===== src/design/toq_pkg.sv =====
// shared types and constants for the time-ordered event queue
package toq_pkg;

    localparam int POS_W    = 6;
    localparam int KIND_W   = 8;
    localparam int EXT_TW   = 32;
    localparam int OCC_W    = 7;
    localparam int STATUS_W = 3;

    typedef enum logic [1:0] {
        OP_INSERT = 2'd0,
        OP_POP    = 2'd1,
        OP_REMOVE = 2'd2,
        OP_READ   = 2'd3
    } toq_op_t;

    typedef enum logic [STATUS_W-1:0] {
        ST_OK     = 3'd0,
        ST_EMPTY0 = 3'd1,
        ST_EMPTYN = 3'd2,
        ST_RANGE  = 3'd3,
        ST_FULL   = 3'd4
    } toq_status_t;

    // broadcast from the control to every cell
    typedef struct packed {
        logic             ins;
        logic             rem;
        logic [POS_W-1:0] idx;
    } toq_cmd_t;

endpackage


===== src/design/toq_cell.sv =====
// one slot of the sorted shift chain
module toq_cell
    import toq_pkg::*;
#(
    parameter int IDX = 0,
    parameter int TW  = 32,
    parameter int CW  = 7
) (
    input  logic              clk,
    input  toq_cmd_t          cmd,
    input  logic [CW-1:0]     count,
    input  logic [TW-1:0]     ins_time,
    input  logic [KIND_W-1:0] ins_kind,
    input  logic              prev_le,
    input  logic [TW-1:0]     prev_time,
    input  logic [KIND_W-1:0] prev_kind,
    input  logic [TW-1:0]     next_time,
    input  logic [KIND_W-1:0] next_kind,
    output logic              le,
    output logic [TW-1:0]     time_q,
    output logic [KIND_W-1:0] kind_q
);

    logic [TW-1:0]     time_reg;
    logic [TW-1:0]     time_next;
    logic [KIND_W-1:0] kind_reg;
    logic [KIND_W-1:0] kind_next;
    logic              live;
    logic              after;

    // occupied and not later than the new entry: stays put on insert
    assign live = CW'(IDX) < count;
    assign le   = live && (time_reg <= ins_time);
    assign after = IDX >= int'(cmd.idx);

    always_comb
    begin
        time_next = time_reg;
        kind_next = kind_reg;
        if (cmd.ins && !le)
        begin
            if (prev_le)
            begin
                time_next = ins_time;
                kind_next = ins_kind;
            end
            else
            begin
                time_next = prev_time;
                kind_next = prev_kind;
            end
        end
        else if (cmd.rem && after)
        begin
            time_next = next_time;
            kind_next = next_kind;
        end
    end

    always_ff @(posedge clk)
    begin
        time_reg <= time_next;
        kind_reg <= kind_next;
    end

    assign time_q = time_reg;
    assign kind_q = kind_reg;

endmodule


===== config.mk =====
export PLATFORM = sky130hd
export DESIGN_NAME = toq_cell
export DESIGN_NICKNAME = d
export VERILOG_FILES = /design/src/design/toq_pkg.sv /design/src/design/toq_cell.sv
export SDC_FILE = /design/constraint.sdc
export NUM_CORES = 1
export LEC_CHECK = 0
export BUFFER_PORTS_ARGS = -buffer_cell sky130_fd_sc_hd__buf_2
export CAP_MARGIN = 5
export CORE_ASPECT_RATIO = 1.1
export CORE_MARGIN = 4
export CORE_UTILIZATION = 45
export DETAILED_ROUTE_END_ITERATION = 7
export PLACE_DENSITY_LB_ADDON = 0.1
export SYNTH_ARGS = -nofsm -noshare
export SYNTH_HDL_FRONTEND = slang
export SYNTH_SLANG_ARGS = --single-unit

===== constraint.sdc =====
create_clock -name clk -period 6 [get_ports clk]
set_clock_uncertainty 0.15 [all_clocks]
set_input_delay 0.9 -clock clk [delete_from_list [all_inputs] [get_ports clk]]
set_output_delay 0.9 -clock clk [all_outputs]
set_load 0.03 [all_outputs]

### After elaboration in Yosys (flattened, before gate mapping)

Cells that the tools add are included.
Widths: inputs -> output; s select.

* bits of input ports: 137
* register bits: 40

* reductions and logical operators: 5
* mux-type cells: 6
* $lt $le $gt $ge: 3

Operators by type and width (count)
* $mux 32: 3
* $le 32x32->1: 1
* $mux 8: 3
* $lt 1x7->1 const A: 1
* $ge 1x6->1 const A: 1
* $logic_and 1x1->1: 3
* $reduce_bool 2->1: 1
* $logic_not 1->1: 1

### Longest topological paths before layout

* depth in word-level cells: 5
* depth in mapped cells: 10
* mapped depth without buffers: 8

### Worst setup path after synthesis

OpenSTA, ideal clock, no wires.

* path kind: input-to-reg
* from: input port cmd[3] in the netlist's numbering
* to: register kind_reg[0] (netlist: kind_q[0]), enable pin
* library setup time: 0.549 ns
* buffers on the path: 0
* slack: -0.378 ns
* stages on the path: 2
* data arrival time: 5.679 ns
* required time: 5.301 ns
* path through: or4b_2 > o41ai_1

* longest elaborated chain between the ends: 3

RTL lines
* start: declaration: line toq_cell.sv:10 `input toq_cmd_t cmd,`
* $ge 1x6->1: line toq_cell.sv:34 `assign after = IDX >= int'(cmd.idx);`
* $logic_and 1x1->1: line toq_cell.sv:53 `else if (cmd.rem && after)`
* $reduce_bool 2->1 (no line)
* end signal: assignment: line toq_cell.sv:63 `kind_reg <= kind_next;`
* end: declaration: line toq_cell.sv:26 `logic [KIND_W-1:0] kind_reg;`

No other way between the ends.
A chain may end at the register's enable or synchronous reset.

### Final worst setup path

* from: input port ins_time[27]
* to: output port le

* longest elaborated chain between the ends: 2

RTL lines
* start: declaration: line toq_cell.sv:12 `input logic [TW-1:0] ins_time,`
* $le 32x32->1: line toq_cell.sv:33 `assign le = live && (time_reg <= ins_time);`
* $logic_and 1x1->1: line toq_cell.sv:33
* end: declaration: line toq_cell.sv:19 `output logic le,`

No other way between the ends.

==> flow_summary.json <==
{
  "synth-async-reset-ratio": 0,
  "yosysWarnings": 0,
  "synthTopCellsByCount": "nand2_1, nor4_1, and2_1, edfxtp_1, mux2i_1",
  "synth_cell_type_count": 42,
  "relSlewSlack": 0.200,
  "max-cap-violations": 0,
  "min_from": "next_kind[1]",
  "synthesis.nets": 613,
  "start_kind": "input pin",
  "ys_seq_area_frac": 0.281,
  "grt_usage": 0.226,
  "grt_pass1_vias": 4114,
  "drive_above_1_share": 0.435,
  "cts_tree": "done",
  "synth.area.top_cells": "edfxtp_1, a211oi_2, ha_1",
  "vias_per_cell": 5.74,
  "cellPowerDensity_nw_per_um2": 181,
  "avgSynthCellArea_um2": 9.61,
  "grt_pass1_wl_um": 19900,
  "crit_chain": "buf_2 -> inv_1 -> ha_1 -> nand4_1 -> nor4_1 -> inv_1 -> a31oi_4 -> or2_2 -> a21oi_1 -> buf_2",
  "status": "complete, no violations",
  "h-tree-depth": 2,
  "rows": 37,
  "cp_data_arrival_time_ns": 3.30,
  "syn_inst": 444,
  "fin_crit_ns": 4.35,
  "required_ns": 4.95,
  "cpPeakStageDelay_ns": 0.60,
  "synth_top_area_cell": "edfxtp_1",
  "placed_cells": 705,
  "drc": 0,
  "start_util": 0.459,
  "area_growth_pct": 22.5,
  "worst_slack_ns": 1.65,
  "fp.dieH_um": 110,
  "setup_tns_ns": 0,
  "hold_slack_ns": 0.883,
  "first_pass_iters": 4,
  "cp_slowest_cell": "nor4_1",
  "grt_max_degree": 82,
  "yosys_register_bits": 40,
  "fin_nets": 764,
  "antenna_found_initial": 0,
  "hold_class": "input pin to flip-flop",
  "dieWidth_um": 101,
  "clock_latency_ns": 0.30,
  "synthesis.area_um2": 4270,
  "period_share": 0.725,
  "cts_buffers": 5,
  "synth.most_common_cell": "nand2_1",
  "end_kind": "primary output",
  "fin_cells": 713,
  "dp_slack_ns": 1.62,
  "drt-initial-drc-count": 172,
  "wl_per_cell_um": 17.9,
  "r2r-start": "time_q[31]",
  "cts_setup_buffers": 0,
  "port_buffers": 177,
  "cts.repair.resized": 0,
  "synth_edf_count": 40,
  "final.fill_count": 879,
  "place_congestion": 0.814,
  "coreArea_um2": 9310,
  "setup_viol": 0,
  "hpwl_um": 8820,
  "routed_wl_um": 12800,
  "finalHoldViolCount": 0,
  "ant_nets": 0,
  "diodes": 0,
  "synth-main-ff-cell": "edfxtp_1",
  "synth_top_area_frac": 0.281,
  "timing.final.max_slew_violations": 0,
  "io-pin-count": 178,
  "path_clk_slew_ns": 0.08,
  "postCtsHoldBufs": 0,
  "cts_sinks": 40,
  "ir_drop_v": 0.0000957,
  "dieArea_um2": 11100,
  "vias": 4096,
  "cts_buffer_depth": 2,
  "fmax_mhz": 230,
  "critPathKind": "input pin to primary output",
  "grt_overflow": 0,
  "rsz0062_at_grt": "no",
  "crit_start": "ins_time[27]",
  "p_leak_uw": 0.00234,
  "cts-root-buf": "clkbuf_8",
  "tightest_slew_ns": 1.20,
  "crit_fanout": 18
}
[per-layer routing]
metal	GRT usage	up-vias	part of all wire
met1	0.280	1936	0.42
met3	0.0327	12	0.067
met4	0.0568	0	0.014
li1	-	2001	-
met2	0.411	147	0.50
met5	0	-	0
[cell families after synthesis]
| group | share of synthesized area |
|---|---|
| mux | 0.0938 |
| fa+ha+maj | 0.0938 |
| buf+inv | 0.0797 |
| compound gates | 0.255 |
| simple gates | 0.196 |
| flops | 0.281 |
[worst paths after layout]
check / endpoint / slack, ns / depth (start not counted)
max: le / 1.65 / 10
min: kind_q[1] / 0.88 / 3
max reg2reg: time_q[26] / 2.37 / 7
min reg2reg: time_q[31] / 1.36 / 7
[worst max-delay path: cells and delay by family]
kind | cells | cell delay, ns
and+or+nand+nor | 3 | 0.98
AOI/OAI and AO/OA | 2 | 0.58
buffers and inverters | 4 | 0.51
adders and majority gates | 1 | 0.32
[layout by cell type (no fill, tap or decap), drive strengths merged, types with 2 or more instances in the layout]
cell and count:
a21oi 14, inv 33, clkbuf 7, nand3 4, buf 183, o22ai 40, nand2 47, nor2 2
nand4 6, a21o 2, nor4 43, o21ai 4, and2 40, ha 32, edfxtp 40, mux2i 40
a211oi 40
[power by group]
group / switching (uW) / internal (uW) / total (uW)
logic: 243 / 158 / 401
registers: 12.5 / 348 / 360
clock network: 106 / 81.4 / 188
[metrics by stage]
stage               total power (uW)  cell area (um^2)   util
floorplan                        645              4280      -
global placement                 760              5150  0.553
detailed placement               769              5150  0.553
CTS                              952              5230  0.562
global route                    1000              5230  0.562
finish                           949              5230  0.562
[layout make-up]
cell class,instances,area (um^2),area share
sequential,40,1200,0.230
multi-input combinational,332,2750,0.525
timing repair buffer,183,931,0.178
inverter,33,124,0.0237
clock inverter,1,3.75,0.000718
clock buffer,7,76.3,0.0146
tap,117,146,0.0280
[state kept, by name, summed over array words and instances (netlist names)]
signal	count
kind_q	8
time_q	32
No activity file was read; power rests on OpenSTA's default activity.
